<file path="src/rtl/core/brp_pkg.sv">
`timescale 1ns / 1ps

package brp_pkg;

  // Line geometry
  localparam int MAX_LINE_WIDTH = 8192;
  localparam int COL_W          = $clog2(MAX_LINE_WIDTH);
  localparam int LW_W           = 14;
  localparam int MIN_LINE_WIDTH = 4;

  // Configuration register indexes
  localparam logic [1:0] REG_BAYER_PATTERN = 2'd0;
  localparam logic [1:0] REG_SAMPLE_FORMAT = 2'd1;
  localparam logic [1:0] REG_LINE_WIDTH    = 2'd2;

  // Output packing formats
  localparam logic [1:0] FMT_RAW8  = 2'd0;
  localparam logic [1:0] FMT_RAW10 = 2'd1;
  localparam logic [1:0] FMT_RAW12 = 2'd2;
  localparam logic [1:0] FMT_RAW16 = 2'd3;

  // Reset values of the configuration registers
  localparam logic [1:0]      RST_BAYER_PATTERN = 2'd0;
  localparam logic [1:0]      RST_SAMPLE_FORMAT = FMT_RAW8;
  localparam logic [LW_W-1:0] RST_LINE_WIDTH    = LW_W'(1920);

  typedef enum logic [1:0] {
    CH_RED,
    CH_GREEN,
    CH_BLUE
  } chan_t;

  // Channel kept per {pattern, row parity, column parity}
  localparam chan_t CHAN_SEL [0:15] = '{
    CH_BLUE,  CH_GREEN, CH_GREEN, CH_RED,    // BGGR
    CH_GREEN, CH_BLUE,  CH_RED,   CH_GREEN,  // GBRG
    CH_RED,   CH_GREEN, CH_GREEN, CH_BLUE,   // RGGB
    CH_GREEN, CH_RED,   CH_BLUE,  CH_GREEN   // GRBG
  };

  typedef struct packed {
    logic [7:0] red_value;
    logic [7:0] green_value;
    logic [7:0] blue_value;
    logic       frame_start;
  } pixel_t;

  typedef struct packed {
    logic [7:0] out_byte;
    logic       last_of_run;
  } raw_byte_t;

  typedef struct packed {
    logic [1:0]      bayer_pattern;
    logic [1:0]      sample_format;
    logic [LW_W-1:0] line_width;
  } cfg_t;

  // Bytes caused by one pixel: byte0 always, byte1 when two is set
  typedef struct packed {
    logic       two;
    logic [7:0] byte0;
    logic [7:0] byte1;
  } pack_res_t;

endpackage

</file>
<file path="src/rtl/core/brp_in_reg.sv">
`timescale 1ns / 1ps

module brp_in_reg (
  input  logic            clk,
  input  logic            rst,
  input  logic            in_valid,
  output logic            in_stall,
  input  brp_pkg::pixel_t in_data,
  output logic            pix_valid,
  output brp_pkg::pixel_t pix_data,
  input  logic            pix_take
);
  import brp_pkg::*;

  logic   valid;
  pixel_t data;
  logic   load;

  // Stall only while a held pixel cannot move on this cycle
  assign in_stall  = valid && !pix_take;
  assign load      = in_valid && !in_stall;
  assign pix_valid = valid;
  assign pix_data  = data;

  always_ff @(posedge clk) begin
    if (rst) begin
      valid <= 1'b0;
    end else if (load) begin
      valid <= 1'b1;
    end else if (pix_take) begin
      valid <= 1'b0;
    end
    if (load) begin
      data <= in_data;
    end
  end

endmodule

</file>
<file path="src/rtl/core/brp_pack.sv">
`timescale 1ns / 1ps

module brp_pack (
  input  logic               clk,
  input  logic               rst,
  input  brp_pkg::cfg_t      cfg,
  input  brp_pkg::pixel_t    pix,
  input  logic               advance,
  output brp_pkg::pack_res_t res
);
  import brp_pkg::*;

  logic [COL_W-1:0] column_count;
  logic             row_is_odd;
  logic [7:0]       pending_low_bits;

  logic [COL_W-1:0] column_count_next;
  logic             row_is_odd_next;
  logic [7:0]       pending_low_bits_next;

  logic [COL_W-1:0] col;
  logic             row;
  logic [7:0]       pend;
  logic [7:0]       sample;
  logic [9:0]       v10;
  logic [11:0]      v12;
  logic [7:0]       pend_or;
  logic [7:0]       pend_pkt;
  logic [LW_W-1:0]  width;
  logic [LW_W-1:0]  col_inc;
  chan_t            chan;

  // Position as seen by this pixel; a frame start clears it first
  always_comb begin
    col  = pix.frame_start ? '0 : column_count;
    row  = pix.frame_start ? 1'b0 : row_is_odd;
    pend = pix.frame_start ? 8'h00 : pending_low_bits;
  end

  // Bayer channel select
  always_comb begin
    chan = CHAN_SEL[{cfg.bayer_pattern, row, col[0]}];
    case (chan)
      CH_RED:   sample = pix.red_value;
      CH_GREEN: sample = pix.green_value;
      CH_BLUE:  sample = pix.blue_value;
      default:  sample = pix.green_value;
    endcase
  end

  // Byte packing per format
  always_comb begin
    v10      = {sample, 2'b00};
    v12      = {sample, 4'h0};
    pend_or  = pend | (8'(v10[1:0]) << {col[1:0], 1'b0});
    pend_pkt = {v12[3:0], pend[3:0]};
    res.two   = 1'b0;
    res.byte0 = sample;
    res.byte1 = 8'h00;
    pending_low_bits_next = pend;
    case (cfg.sample_format)
      FMT_RAW8: begin
        res.byte0 = sample;
      end
      FMT_RAW10: begin
        res.byte0 = v10[9:2];
        if (col[1:0] == 2'b11) begin
          res.two   = 1'b1;
          res.byte1 = pend_or;
          pending_low_bits_next = 8'h00;
        end else begin
          pending_low_bits_next = pend_or;
        end
      end
      FMT_RAW12: begin
        res.byte0 = v12[11:4];
        if (!col[0]) begin
          pending_low_bits_next = {4'h0, v12[3:0]};
        end else begin
          res.two   = 1'b1;
          res.byte1 = pend_pkt;
          pending_low_bits_next = 8'h00;
        end
      end
      default: begin
        res.two   = 1'b1;
        res.byte0 = 8'h00;
        res.byte1 = sample;
      end
    endcase
  end

  // Line width clamp and column advance
  always_comb begin
    if (cfg.line_width < LW_W'(MIN_LINE_WIDTH)) begin
      width = LW_W'(MIN_LINE_WIDTH);
    end else if (cfg.line_width > LW_W'(MAX_LINE_WIDTH)) begin
      width = LW_W'(MAX_LINE_WIDTH);
    end else begin
      width = cfg.line_width;
    end
    col_inc = LW_W'(col) + LW_W'(1);
    if (col_inc >= width) begin
      column_count_next = '0;
      row_is_odd_next   = !row;
    end else begin
      column_count_next = col_inc[COL_W-1:0];
      row_is_odd_next   = row;
    end
  end

  always_ff @(posedge clk) begin
    if (rst) begin
      column_count     <= '0;
      row_is_odd       <= 1'b0;
      pending_low_bits <= 8'h00;
    end else if (advance) begin
      column_count     <= column_count_next;
      row_is_odd       <= row_is_odd_next;
      pending_low_bits <= (col_inc >= width) ? 8'h00 : pending_low_bits_next;
    end
  end

endmodule

</file>
<file path="src/rtl/core/brp_out_ser.sv">
`timescale 1ns / 1ps

module brp_out_ser (
  input  logic               clk,
  input  logic               rst,
  input  brp_pkg::pack_res_t res,
  input  logic               res_valid,
  output logic               res_ready,
  output logic               out_valid,
  input  logic               out_stall,
  output brp_pkg::raw_byte_t out_data
);
  import brp_pkg::*;

  logic       valid;
  logic       has_second;
  raw_byte_t  cur;
  logic [7:0] second;
  logic       out_fire;
  logic       load;

  assign out_fire  = valid && !out_stall;
  // A new pixel may land once the last byte of the current one leaves
  assign res_ready = !valid || (out_fire && !has_second);
  assign load      = res_valid && res_ready;
  assign out_valid = valid;
  assign out_data  = cur;

  always_ff @(posedge clk) begin
    if (rst) begin
      valid      <= 1'b0;
      has_second <= 1'b0;
    end else if (load) begin
      valid      <= 1'b1;
      has_second <= res.two;
    end else if (out_fire) begin
      if (has_second) begin
        has_second <= 1'b0;
      end else begin
        valid <= 1'b0;
      end
    end
    // Byte payload
    if (load) begin
      cur.out_byte    <= res.byte0;
      cur.last_of_run <= !res.two;
      second          <= res.byte1;
    end else if (out_fire && has_second) begin
      cur.out_byte    <= second;
      cur.last_of_run <= 1'b1;
    end
  end

endmodule

</file>
<file path="src/rtl/core/bayer_mosaic_raw_packer.sv">
`timescale 1ns / 1ps

// Bayer mosaic raw packer.
// Input channel: one RGB pixel per transfer (in_valid / in_stall / in_data),
// in raster order; frame_start marks the first pixel of a frame and clears the
// column, row parity and packing state. Output channel: one byte per transfer
// (out_valid / out_stall / out_data); last_of_run flags the final byte that a
// pixel produced. Configuration: cfg_valid / cfg_ready / cfg_index / cfg_data,
// always ready; index 0 Bayer order, 1 sample format, 2 line width.
// Path: a pixel passes the input register, then the byte register, whose
// output drives out_data. Rate: one pixel per cycle for one-byte pixels while
// out_stall stays low; a pixel that yields two bytes holds the byte register
// until both have left the single byte-wide output port, and the next pixel
// waits. Raw8 yields one byte per pixel, raw16 two, raw10 five bytes per four
// pixels and raw12 three per two.
// Reset (rst, synchronous) empties both registers and returns configuration
// to BGGR, raw8 and 1920 pixels per line.
// When out_stall is high the current byte holds; the pipeline fills and
// in_stall rises once the input register also holds a pixel.
module bayer_mosaic_raw_packer (
  input  logic                    clk,
  input  logic                    rst,
  input  logic                    in_valid,
  output logic                    in_stall,
  input  brp_pkg::pixel_t         in_data,
  output logic                    out_valid,
  input  logic                    out_stall,
  output brp_pkg::raw_byte_t      out_data,
  input  logic                    cfg_valid,
  output logic                    cfg_ready,
  input  logic [1:0]              cfg_index,
  input  logic [brp_pkg::LW_W-1:0] cfg_data
);
  import brp_pkg::*;

  cfg_t      cfg;
  logic      pix_valid;
  pixel_t    pix_data;
  logic      ser_ready;
  logic      advance;
  pack_res_t res;

  // Configuration registers
  assign cfg_ready = 1'b1;

  always_ff @(posedge clk) begin
    if (rst) begin
      cfg.bayer_pattern <= RST_BAYER_PATTERN;
      cfg.sample_format <= RST_SAMPLE_FORMAT;
      cfg.line_width    <= RST_LINE_WIDTH;
    end else if (cfg_valid && cfg_ready) begin
      unique case (cfg_index)
        REG_BAYER_PATTERN: cfg.bayer_pattern <= cfg_data[1:0];
        REG_SAMPLE_FORMAT: cfg.sample_format <= cfg_data[1:0];
        REG_LINE_WIDTH:    cfg.line_width    <= cfg_data;
        default: ;
      endcase
    end
  end

  assign advance = pix_valid && ser_ready;

  brp_in_reg u_in_reg (
    .clk       (clk),
    .rst       (rst),
    .in_valid  (in_valid),
    .in_stall  (in_stall),
    .in_data   (in_data),
    .pix_valid (pix_valid),
    .pix_data  (pix_data),
    .pix_take  (advance)
  );

  brp_pack u_pack (
    .clk     (clk),
    .rst     (rst),
    .cfg     (cfg),
    .pix     (pix_data),
    .advance (advance),
    .res     (res)
  );

  brp_out_ser u_out_ser (
    .clk       (clk),
    .rst       (rst),
    .res       (res),
    .res_valid (pix_valid),
    .res_ready (ser_ready),
    .out_valid (out_valid),
    .out_stall (out_stall),
    .out_data  (out_data)
  );

`ifndef NO_ASSERTIONS
  // Input stalls only because the byte register is occupied
  a_stall_busy: assert property (@(posedge clk) disable iff (rst)
    in_stall |-> out_valid)
    else $error("input stalled with empty byte register");

  // A byte that is not last is followed at once by its partner
  a_second_ready: assert property (@(posedge clk) disable iff (rst)
    (out_valid && !out_stall && !out_data.last_of_run) |=> out_valid)
    else $error("second byte of a pixel missing");

  // Reset leaves no byte on the output
  a_reset_empty: assert property (@(posedge clk)
    $past(rst) |-> !out_valid)
    else $error("output valid right after reset");
`endif

endmodule

</file>
<file path="config.mk">
export PLATFORM = sky130hd
export DESIGN_NAME = bayer_mosaic_raw_packer
export DESIGN_NICKNAME = d
export VERILOG_FILES = /design/src/rtl/core/brp_pkg.sv /design/src/rtl/core/brp_in_reg.sv /design/src/rtl/core/brp_pack.sv /design/src/rtl/core/brp_out_ser.sv /design/src/rtl/core/bayer_mosaic_raw_packer.sv
export SDC_FILE = /design/constraint.sdc
export NUM_CORES = 1
export LEC_CHECK = 0
export BUFFER_PORTS_ARGS = -buffer_cell sky130_fd_sc_hd__buf_2
export CELL_PAD_IN_SITES_DETAIL_PLACEMENT = 2
export CELL_PAD_IN_SITES_GLOBAL_PLACEMENT = 2
export CORE_AREA = 8 8 120 122
export CTS_CLUSTER_SIZE = 28
export DETAILED_ROUTE_END_ITERATION = 10
export DIE_AREA = 0 0 128 130
export PLACE_DENSITY_LB_ADDON = 0.1
export REMOVE_ABC_BUFFERS = 1
export SLEW_MARGIN = 25
export SYNTH_ARGS = -nofsm -noshare
export SYNTH_HDL_FRONTEND = slang
export SYNTH_SLANG_ARGS = --single-unit
</file>
<file path="constraint.sdc">
create_clock -name clk -period 3.05 [get_ports clk]
set_input_delay 0.305 -clock clk [delete_from_list [all_inputs] [get_ports clk]]
set_output_delay 0.305 -clock clk [all_outputs]
set_load 0.02 [all_outputs]
</file>
After elaboration in Yosys (flattened, before gate mapping)
Memory sizes are Yosys's and may differ from the RTL's.
Cells that the tools add are included.
{"block": "totals", "register_bits": 85, "latchBits": 0, "ramBits": 0, "rom_bits": 32, "inputBits": 46, "out_inout_bits": 12, "wordCells": 86, "n_memories": 1}
{"name": "(no name shown)", "words": 16, "width": 2, "read_ports": 1, "rd_clocked_by_memory_dff": 0, "write_ports": 0, "line_no": "brp_pack.sv:42", "text": "chan = CHAN_SEL[{cfg.bayer_pattern, row, col[0]}];"}
{"block": "classes", "n_addsub": 1, "multipliers": 0, "n_div": 0, "order_cmp": 4, "eq_ne": 7, "shifts": 1, "muxes": 29, "bitwise_logic": 2, "reduce_logical": 25}
{"op": "2-to-1 mux 8 bit", "count": 5}
{"op": "case mux 8 bit (2 select lines)", "count": 2}
{"op": "2-to-1 mux 14 bit", "count": 2}
{"op": "2-to-1 mux 13 bit", "count": 2}
{"op": "case mux 8 bit (3 select lines)", "count": 1}
{"op": "2-to-1 mux 9 bit", "count": 2}
{"op": "adder 13 x 1 -> 14 bit (second input constant)", "count": 1}
{"op": "greater-or-equal comparator 14 bit", "count": 1}
{"op": "greater-than comparator 14 bit (second input constant)", "count": 1}
{"op": "< comparator 14 x 3 -> 1 bit (second input constant)", "count": 1}
{"op": "2-to-1 mux 1 bit", "count": 11}
{"op": "equality test 2 bit (second input constant)", "count": 4}
{"op": "OR 8 bit", "count": 1}
{"op": "AND reduction 2 bit", "count": 4}
{"op": "<< shifter 1 x 3 -> 8 bit (first input constant)", "count": 1}
{"op": "logical NOT 1 bit", "count": 7}
{"op": "logical AND 1 bit", "count": 6}
{"op": "logical NOT 2 bit", "count": 3}
{"op": "nonzero test 2 bit", "count": 3}
{"op": "greater-or-equal comparator 5 bit (second input constant)", "count": 1}
{"op": "NOT 4 -> 5 bit", "count": 1}
{"op": "equality test 2 x 1 -> 1 bit (second input constant)", "count": 2}
{"op": "2-to-1 mux 2 bit", "count": 2}
{"op": "2-to-1 mux 4 bit", "count": 1}
{"op": "other kinds (4)", "count": 4}

Longest topological paths before layout
Gate-level depths: netlist (run 1).
{"block": "depth", "depth_word": 10, "ltp_mapped": 15, "mapped_depth_nobuf": 12}

By module
Synthesis (run 1) repeated with hierarchy kept, for this count alone.
{"block": "hier_totals", "hier_cells": 412, "hier_area_um2": 4436.8}
{"mod": "brp_pack", "instances": 1, "cells_each": 265, "area_per_inst_um2": 2085.8, "seq_area_each_um2": 440.4}
{"mod": "bayer_mosaic_raw_packer", "instances": 1, "cells_each": 79, "area_per_inst_um2": 805.8, "seq_area_each_um2": 360.3}
{"mod": "brp_in_reg", "instances": 1, "cells_each": 29, "area_per_inst_um2": 800.8, "seq_area_each_um2": 770.7}
{"mod": "brp_out_ser", "instances": 1, "cells_each": 39, "area_per_inst_um2": 744.5, "seq_area_each_um2": 550.5}

Worst setup path after synthesis (run 1)
No wires, ideal clock.
{"block": "synth_timing", "path_kind": "register -> register", "startpoint": "register u_in_reg.data, in the netlist u_in_reg.pix_data[0]", "endpoint": "register u_pack.pending_low_bits[0]", "setup_ns": 0.144, "arrival_time_ns": 3.069, "required_time_ns": 2.906, "setup_slack_ns": -0.164, "stages_incl_launch_ff": 16, "path_buffers": 3, "period_less_slack_ns": 3.214, "cell_sequence": "edfxtp_1 buf_2 clkbuf_1 nor2b_1 ha_1 nand4_1 nor4_1 xnor2_1 nor2_1 ha_1 nand4_1 nor2_1 nand3_1 clkbuf_1 o211ai_1 a21boi_0"}
{"block": "synth_via", "elab_chain_cells": 6, "word_cells_on_any_way": 10, "classes_between": "add/sub: 1; order compare: 1; eq/ne: 1; shift: 1; mux: 5; bitwise: 1"}
{"element": "from (decl)", "line_no": "brp_in_reg.sv:16", "text": "pixel_t data;"}
{"element": "from (signal assigned)", "line_no": "brp_in_reg.sv:34", "text": "data <= in_data;"}
{"element": "branches (longest 5 deep; another with adder 13 x 1 -> 14 bit)"}
{"element": "2-to-1 mux 8 bit (*)", "line_no": "brp_pack.sv:120", "text": "pending_low_bits <= (col_inc >= width) ? 8'h00 : pending_low_bits_next;"}
{"element": "to (signal assigned)", "line_no": "brp_pack.sv:120"}
{"element": "to (decl)", "line_no": "brp_pack.sv:15", "text": "logic [7:0] pending_low_bits;"}
Mark *: on every way between the ends.
A chain may end at the register's enable or synchronous reset.

Worst setup path after layout (run 1)
{"block": "layout_timing", "startpoint": "register u_in_reg.data, in the netlist u_in_reg.pix_data[0]", "endpoint": "register u_pack.pending_low_bits[5]"}
Same word-level chain as after synthesis.

==> results of run 1 <==
[state kept, by name (all words and copies together), names as in the netlist]
| name | count |
|---|---|
| u_out_ser.out_valid | 1 |
| u_pack.column_count | 13 |
| u_out_ser.out_data | 9 |
| u_out_ser.second | 8 |
| u_out_ser.has_second | 1 |
| u_pack.row_is_odd | 1 |
| cfg | 18 |
| u_pack.pending_low_bits | 8 |
| u_in_reg.pix_data | 25 |
| u_in_reg.pix_valid | 1 |
[stage by stage]
step / total power, W / std cells / setup WS, ns / instance area (sq um)
2_1_floorplan: 0.00140 / 385 / -0.416 / 3950
3_3_place_gp: 0.00150 / 635 / -0.00908 / 4620
5_1_grt: 0.00272 / 653 / -0.191 / 5000
4_1_cts: 0.00264 / 651 / 0.00431 / 4940
6_report: 0.00261 / 653 / -0.0228 / 5000
3_5_place_dp: 0.00152 / 635 / -0.217 / 4620
[Yosys cell counts, types with 2 or more instances]
master                       n  area, sq um
sky130_fd_sc_hd__o2111ai_1   6         52.6
sky130_fd_sc_hd__buf_2       5         25.0
sky130_fd_sc_hd__nor4_1      3         18.8
sky130_fd_sc_hd__xor2_1      3         26.3
sky130_fd_sc_hd__o21a_1      2         15.0
sky130_fd_sc_hd__xnor2_1     6         52.6
sky130_fd_sc_hd__nand3_1    13         65.1
sky130_fd_sc_hd__nor2_1     30          113
sky130_fd_sc_hd__mux2i_1    12          120
sky130_fd_sc_hd__a21boi_0    8         60.1
sky130_fd_sc_hd__nor2b_1     4         25.0
sky130_fd_sc_hd__clkbuf_1   12         45.0
sky130_fd_sc_hd__inv_1       9         33.8
sky130_fd_sc_hd__a211oi_1    2         15.0
sky130_fd_sc_hd__nand2_1    66          248
sky130_fd_sc_hd__ha_1       22          275
sky130_fd_sc_hd__o31ai_1     2         15.0
sky130_fd_sc_hd__o211ai_1    3         22.5
sky130_fd_sc_hd__o21ai_0    19         95.1
sky130_fd_sc_hd__nand3b_1    7         52.6
sky130_fd_sc_hd__nand2b_1    6         37.5
sky130_fd_sc_hd__edfxtp_1   42         1260
sky130_fd_sc_hd__nand4_1     6         37.5
sky130_fd_sc_hd__dfxtp_1    43          861
sky130_fd_sc_hd__nor3b_1     2         15.0
sky130_fd_sc_hd__a21oi_1    41          205
sky130_fd_sc_hd__nor3_1      6         30.0
sky130_fd_sc_hd__a32o_1      5         50.1
[cells by family (layout without fill, tap and decap cells)]
family                   Yosys count  in the layout  share of synthesized area
buffers and inverters             28            106                     0.0286
multiplexers                      13             13                     0.0354
other                              1              1                   0.000930
AO/OA/AOI/OAI                     95             95                      0.148
adder cells (fa/ha/maj)           22             22                     0.0683
XOR/XNOR                           9              9                     0.0196
flip-flops                        85             85                      0.527
AND/OR/NAND/NOR                  150            150                      0.173
[worst paths after layout]
path / startpoint / endpoint / slack (ns) / cells past startpoint
setup reg to reg: u_in_reg.pix_data[0]$_DFFE_PP_ / u_pack.pending_low_bits[5]$_SDFFE_PP0P_ / -0.02 / 13
hold / removal: in_data[2] / u_in_reg.pix_data[2]$_DFFE_PP_ / 0.14 / 1
hold reg to reg: u_pack.pending_low_bits[0]$_SDFFE_PP0P_ / u_pack.pending_low_bits[0]$_SDFFE_PP0P_ / 0.47 / 1
setup / recovery: u_in_reg.pix_data[0]$_DFFE_PP_ / u_pack.pending_low_bits[5]$_SDFFE_PP0P_ / -0.02 / 13
[power by group]
group	switching [W]	leakage (nW)	internal [W]
combinational	0.000144	1.08	0.0000823
clock	0.000475	0.147	0.000643
sequential	0.0000185	0.747	0.00124
total	0.000638	1.97	0.00197
[area by class of cell]
class / instances / area (sq um) / area share
Clock inverter: 6 / 70.1 / 0.0140
Clock buffer: 10 / 229 / 0.0458
Inverter: 10 / 37.5 / 0.00751
Timing Repair Buffer: 80 / 464 / 0.0928
Sequential cell: 85 / 2120 / 0.424
Tap cell: 172 / 215 / 0.0430
Multi-Input combinational cell: 290 / 1860 / 0.373
[critical path, stage by stage (launching register included)]
cell	delay, ns
sky130_fd_sc_hd__edfxtp_1	0.45
sky130_fd_sc_hd__nor2b_2	0.17
sky130_fd_sc_hd__ha_2	0.21
sky130_fd_sc_hd__nand4_1	0.23
sky130_fd_sc_hd__nor4_2	0.27
sky130_fd_sc_hd__xnor2_1	0.17
sky130_fd_sc_hd__nor2_1	0.09
sky130_fd_sc_hd__ha_1	0.31
sky130_fd_sc_hd__nand4_1	0.16
sky130_fd_sc_hd__o221ai_1	0.21
sky130_fd_sc_hd__a21oi_4	0.23
sky130_fd_sc_hd__o211ai_1	0.15
sky130_fd_sc_hd__buf_4	0.19
sky130_fd_sc_hd__a21boi_0	0.15
[per-layer routing]
metal / GRT usage / wire length (microns)
met1: 0.179 / 5400
met2: 0.235 / 5310
met3: 0.0269 / 313
met4: 0.0566 / 169
met5: 0 / 0
[repair_timing]
item,4_1_cts,5_1_grt
setup buffers,0,2
pin swaps,2,0
resized for setup,6,14
setup endpoints to repair,22,22
==> qor_table.md, run 1 <==
| Group | Item | Reported |
| --- | --- | --- |
| yosys | Main synth FF type | sky130_fd_sc_hd__dfxtp_1 |
| clock tree | Clock insertion delay at the later pin of the skew report | 0.34 ns |
| setup path | Highest fanout seen on the critical path | 8 |
| drt | Via density per instance | 4.99 |
| timing | Measured slew at the worst slew-check pin | 0.915 ns |
| pwr | Leakage power of the design | 1.97 nW |
| timing | Final worst-path setup slack | -0.0228 ns |
| timing | Fin Setup TNS | -0.0596 ns |
| cells and area | Util after Layout | 0.403 |
| floorplanning | Die Wd | 128 microns |
| place | Final estimated routing congestion in global placement | 0.771 |
| setup path | Arrival time of the worst setup path | 3.34 ns |
| yosys | Area of the mapped netlist | 0.00403 sq mm |
| timing | Final setup vio count | 6 |
| global routing | Antenna violations before repair | 0 |
| cells and area | Fraction of layout instances using a drive strength above 1 | 0.233 |
| setup path | Critical path class | reg2reg |
| drt | Detailed-routing iteration count for the pre-antenna-repair pass | 4 |
| status | Violations in the final reports | setup timing |
| clock tree | Maximum clock insertion buffer count | 2 |
| yosys | Post-synthesis cell type count | 46 |
| floorplanning | Area of the placeable core | 0.0124 sq mm |
| cells and area | Most used cells in the layout excluding fill and tap cells | sky130_fd_sc_hd__nand2_1, sky130_fd_sc_hd__buf_2, sky130_fd_sc_hd__dfxtp_1, sky130_fd_sc_hd__edfxtp_1, sky130_fd_sc_hd__a21oi_1 |
| timing | Clock period minus final worst setup slack | 3.07 ns |
| cells and area | Commonest non-fill, non-tap cell in the layout | sky130_fd_sc_hd__nand2_1 |
| yosys | Per-instance average area after synthesis | 10.0 sq um |
| yosys | Gate count of the mapped netlist | 403 |
| clock tree | Clock sink total | 85 |
| timing | Share of the clock period used by the worst path after layout | 1.01 |
| pwr | Power Dens Cells | 521 mW/mm^2 |
| timing | Relative slew slack | 0.390 |
| place | HPWL Detailed | 8360 microns |
| setup path | Critical path required time | 3.31 ns |
| timing | Unrepaired setup endpoints after global routing | yes |
| yosys | Sequential fraction of the synthesis area | 0.527 |
| drt | Remaining antenna violation count | 0 |
| clock tree | H-tree Lvls | 3 |
| global routing | Remaining global-route overflow | 0 |
| clock tree | Clock tree from TritonCTS | built |
| global routing | First-pass GRT wire length | 18,600 microns |
| floorplanning | Num ports | 58 |
| yosys | Warning count from the yosys run | 0 |
| timing | Worst clock skew on the final layout | 0.00801 ns |
| global routing | Number of global-route vias before repair | 3,660 |
| run | Max cap viols | 0 |
| timing | Number of pins with negative max-slew slack in the final report | 0 |
| timing | Final count of hold timing violations | 0 |
| timing | Worst hold slack after final layout | 0.137 ns |
| cells and area | # nets final | 544 |
| clock tree | Clock transition at the registers of the reported paths | 0.07 ns |
| yosys | Count of state elements after synthesis | 85 |
| setup path | Element type at the critical path end | flop |
| global routing | Largest net degree at the start of global routing | 39 |
| global routing | Tot GR Track Use | 0.142 |
| drt | Routed via count | 3,261 |
| timing | Achievable frequency | 325 MHz |
| drt | First-iteration detailed-routing DRC count | 75 |
| clock tree | Root buf cell | sky130_fd_sc_hd__clkbuf_16 |
| drt | Routed Wire Length | 11,200 microns |
| floorplanning | Die area | 0.0166 sq mm |
| yosys | Number of enable-type register cells in the synthesized netlist | 42 |
| place | Count of port buffers added during placement | 56 |
| clock tree | Number of hold buffers added after cts | 0 |
| yosys | Async SR Flop Fraction | 0 |
| clock tree | Cts bufs inserted | 9 |
| drt | Mean routed wirelength per cell | 17.1 microns |
| floorplanning | Die span in y | 130 microns |
| pwr | Worst ir drop on vdd | 0.294 mV |
| status | Status | finished with violations |
| hold path | Class of the worst hold path | in2reg |
| setup path | Critical Path Start Type | flop |
| cells and area | Signed area change from the synthesized netlist to the final layout | 24.1% |
| cells and area | Count of inserted antenna diode cells | 0 |
| floorplanning | Effective utilization at floorplan | 0.325 |
| drt | Post-detailed-route DRC marker count | 0 |
| cells and area | Layout fillers | 1,397 |
| floorplanning | Std cell rows | 41 |
(Power assumes the default switching activity.)
==> run 2, diff against run 1 <==
==> constraint.sdc (replaced) <==
create_clock -name clk -period 2.7 [get_ports clk]
set_input_delay 0.54 -clock clk [delete_from_list [all_inputs] [get_ports clk]]
set_output_delay 0.54 -clock clk [all_outputs]
set_load 0.02 [all_outputs]
==> run 2 against run 1 <==
  * The flow still finishes with violations (setup timing)
  * Clock power is 12% higher
  * Utilization is 2.2 points higher
  * Global-route usage is 1.0 points higher
==> qor_table.md, run 2 (synthesis results as in run 1) <==
| Group | Item | Reported | vs previous |
| --- | --- | --- | --- |
| timing | Measured slew at the worst slew-check pin | 0.597 ns | was 0.915 ns |
| timing | Achievable frequency | 336 MHz | was 325 MHz |
| setup path | Critical path class | reg2reg | unchanged |
| drt | Routed Wire Length | 12,000 microns | was 11,200 microns |
| global routing | Number of global-route vias before repair | 3,787 | was 3,660 |
| timing | Final count of hold timing violations | 0 | unchanged |
| timing | Unrepaired setup endpoints after global routing | yes | unchanged |
| floorplanning | Effective utilization at floorplan | 0.325 | unchanged |
| clock tree | Clock tree from TritonCTS | built | unchanged |
| place | Final estimated routing congestion in global placement | 0.739 | was 0.771 |
| timing | Worst clock skew on the final layout | 0.00765 ns | was 0.00801 ns |
| pwr | Power Dens Cells | 565 mW/mm^2 | was 521 mW/mm^2 |
| drt | Remaining antenna violation count | 0 | unchanged |
| global routing | Largest net degree at the start of global routing | 26 | was 39 |
| drt | Detailed-routing iteration count for the pre-antenna-repair pass | 4 | unchanged |
| pwr | Power Total | 0.00297 W | was 0.00261 W |
| place | Count of port buffers added during placement | 56 | unchanged |
| floorplanning | Die span in y | 130 microns | unchanged |
| cells and area | # nets final | 570 | was 544 |
| drt | Mean routed wirelength per cell | 17.7 microns | was 17.1 microns |
| clock tree | H-tree Lvls | 3 | unchanged |
| setup path | Critical path required time | 2.93 ns | was 3.31 ns |
| floorplanning | Area of the placeable core | 0.0124 sq mm | unchanged |
| drt | Routed via count | 3,383 | was 3,261 |
| pwr | Leakage power of the design | 2.11 nW | was 1.97 nW |
| setup path | Critical Path Start Type | flop | unchanged |
| global routing | Tot GR Track Use | 0.152 | was 0.142 |
| cells and area | Most used cells in the layout excluding fill and tap cells | sky130_fd_sc_hd__nand2_1, sky130_fd_sc_hd__buf_2, sky130_fd_sc_hd__buf_4, sky130_fd_sc_hd__dfxtp_1, sky130_fd_sc_hd__edfxtp_1 | was sky130_fd_sc_hd__nand2_1, sky130_fd_sc_hd__buf_2, sky130_fd_sc_hd__dfxtp_1, sky130_fd_sc_hd__edfxtp_1, sky130_fd_sc_hd__a21oi_1 |
| drt | Post-detailed-route DRC marker count | 0 | unchanged |
| timing | Clock period minus final worst setup slack | 2.98 ns | was 3.07 ns |
| clock tree | Clock insertion delay at the later pin of the skew report | 0.34 ns | about the same |
| clock tree | Cts bufs inserted | 9 | unchanged |
| floorplanning | Die Wd | 128 microns | unchanged |
| drt | Via density per instance | 4.98 | was 4.99 |
| floorplanning | Num ports | 58 | unchanged |
| setup path | Highest fanout seen on the critical path | 7 | was 8 |
| global routing | Remaining global-route overflow | 0 | unchanged |
| timing | Number of pins with negative max-slew slack in the final report | 0 | unchanged |
| timing | Relative slew slack | 0.601 | was 0.390 |
| run | Max cap viols | 0 | unchanged |
| place | Placement-stage worst setup slack | -0.562 ns | was -0.217 ns |
| cells and area | Layout fillers | 1,374 | was 1,397 |
| cells and area | Commonest non-fill, non-tap cell in the layout | sky130_fd_sc_hd__nand2_1 | unchanged |
| cells and area | Register cell area after layout | 0.00212 sq mm | unchanged |
| clock tree | Root buf cell | sky130_fd_sc_hd__clkbuf_16 | unchanged |
| setup path | Arrival time of the worst setup path | 3.21 ns | was 3.34 ns |
| status | Status | finished with violations | unchanged |
| timing | Final setup vio count | 22 | was 6 |
| status | Violations in the final reports | setup timing | unchanged |
| place | HPWL Detailed | 8990 microns | was 8360 microns |
| hold path | Class of the worst hold path | in2reg | unchanged |
| drt | First-iteration detailed-routing DRC count | 116 | was 75 |
| cells and area | Signed area change from the synthesized netlist to the final layout | 30.7% | was 24.1% |
| cells and area | Fraction of layout instances using a drive strength above 1 | 0.304 | was 0.233 |
| clock tree | Maximum clock insertion buffer count | 2 | unchanged |
| setup path | Element type at the critical path end | flop | unchanged |
| cells and area | Area used by multi-input combinational logic | 0.00192 sq mm | was 0.00186 sq mm |
| clock tree | Clock transition at the registers of the reported paths | 0.06 ns | was 0.07 ns |
| global routing | First-pass GRT wire length | 19,600 microns | was 18,600 microns |
| global routing | Antenna violations before repair | 0 | unchanged |
| cells and area | Flip-flop count of the largest register after layout | 25 | unchanged |
| floorplanning | Std cell rows | 41 | unchanged |
| cells and area | Count of inserted antenna diode cells | 0 | unchanged |
| pwr | Worst ir drop on vdd | 0.318 mV | was 0.294 mV |
| timing | Final worst-path setup slack | -0.276 ns | was -0.0228 ns |
| floorplanning | Die area | 0.0166 sq mm | unchanged |
| clock tree | Number of hold buffers added after cts | 0 | unchanged |
| clock tree | Clock sink total | 85 | unchanged |
| timing | Share of the clock period used by the worst path after layout | 1.10 | was 1.01 |
[run 2: changes by cell type in the layout (fill, tap and decap cells not counted), sizes merged]
cell,previous run,this run
clkinvlp,0,1
buf,80,106
clkinv,3,2
[run 2: final cells by class]
class | instances | share of cell area
clock buffers | 10 | 0.0435
multi-input cells | 290 | 0.365
well taps | 172 | 0.0408
clock inverters | 6 | 0.0131
inverters | 10 | 0.00712
flip-flops and latches | 85 | 0.403
repair buffers | 106 | 0.128
[run 2: critical path: stages, from the launching register on]
cell and delay [ns]:
sky130_fd_sc_hd__edfxtp_1 0.44, sky130_fd_sc_hd__nor2b_2 0.17, sky130_fd_sc_hd__ha_2 0.19, sky130_fd_sc_hd__nand4_1 0.18, sky130_fd_sc_hd__nor4_2 0.23, sky130_fd_sc_hd__xnor2_1 0.20
sky130_fd_sc_hd__nor2_2 0.10, sky130_fd_sc_hd__ha_1 0.30, sky130_fd_sc_hd__nand4_1 0.18, sky130_fd_sc_hd__nor2_4 0.20, sky130_fd_sc_hd__nand3_4 0.11, sky130_fd_sc_hd__o21a_2 0.27
sky130_fd_sc_hd__a32o_1 0.27
[run 2: metal layers]
metal,vias to the layer above,global-route usage,part of all wire
li1,1659,-,-
met1,1658,0.183,0.47
met2,52,0.262,0.48
met3,14,0.0298,0.027
met4,0,0.0615,0.017
met5,-,0,0
[run 2: path summary, 6_finish.rpt]
kind | startpoint | end | slack (ns) | cells after the start
worst max-delay path | u_in_reg.pix_data[0]$_DFFE_PP_ | u_pack.column_count[6]$_SDFFE_PP0P_ | -0.28 | 12
worst min-delay path | in_data[19] | u_in_reg.pix_data[19]$_DFFE_PP_ | 0.37 | 1
worst max register to register | u_in_reg.pix_data[0]$_DFFE_PP_ | u_pack.column_count[6]$_SDFFE_PP0P_ | -0.28 | 12
worst min register to register | u_pack.pending_low_bits[3]$_SDFFE_PP0P_ | u_pack.pending_low_bits[3]$_SDFFE_PP0P_ | 0.47 | 1
[run 2: metrics by stage]
stage,setup TNS [ns],utilization,area (sq um),hold slack (ns),instances
after CTS,-4.05,0.417,5170,0.352,677
final,-5.26,0.424,5270,0.366,679
after global routing,-8.33,0.424,5270,0.351,679
after floorplan,-15.33,-,3950,0.439,385
after detailed placement,-9.86,0.386,4800,0.462,659
after global placement,-6.34,0.386,4800,0.454,659
[run 2: power breakdown]
part	internal, W	switching [W]
Sequential	0.00141	0.0000212
Combinational	0.000116	0.000181
Clock	0.000724	0.000528
[run 2: what timing repair did]
item / 4_1_cts / 5_1_grt
setup endpoints to repair: 24 / 38
pin swaps: 17 / 6
buffers inserted: 3 / 2
gates resized for setup: 22 / 18
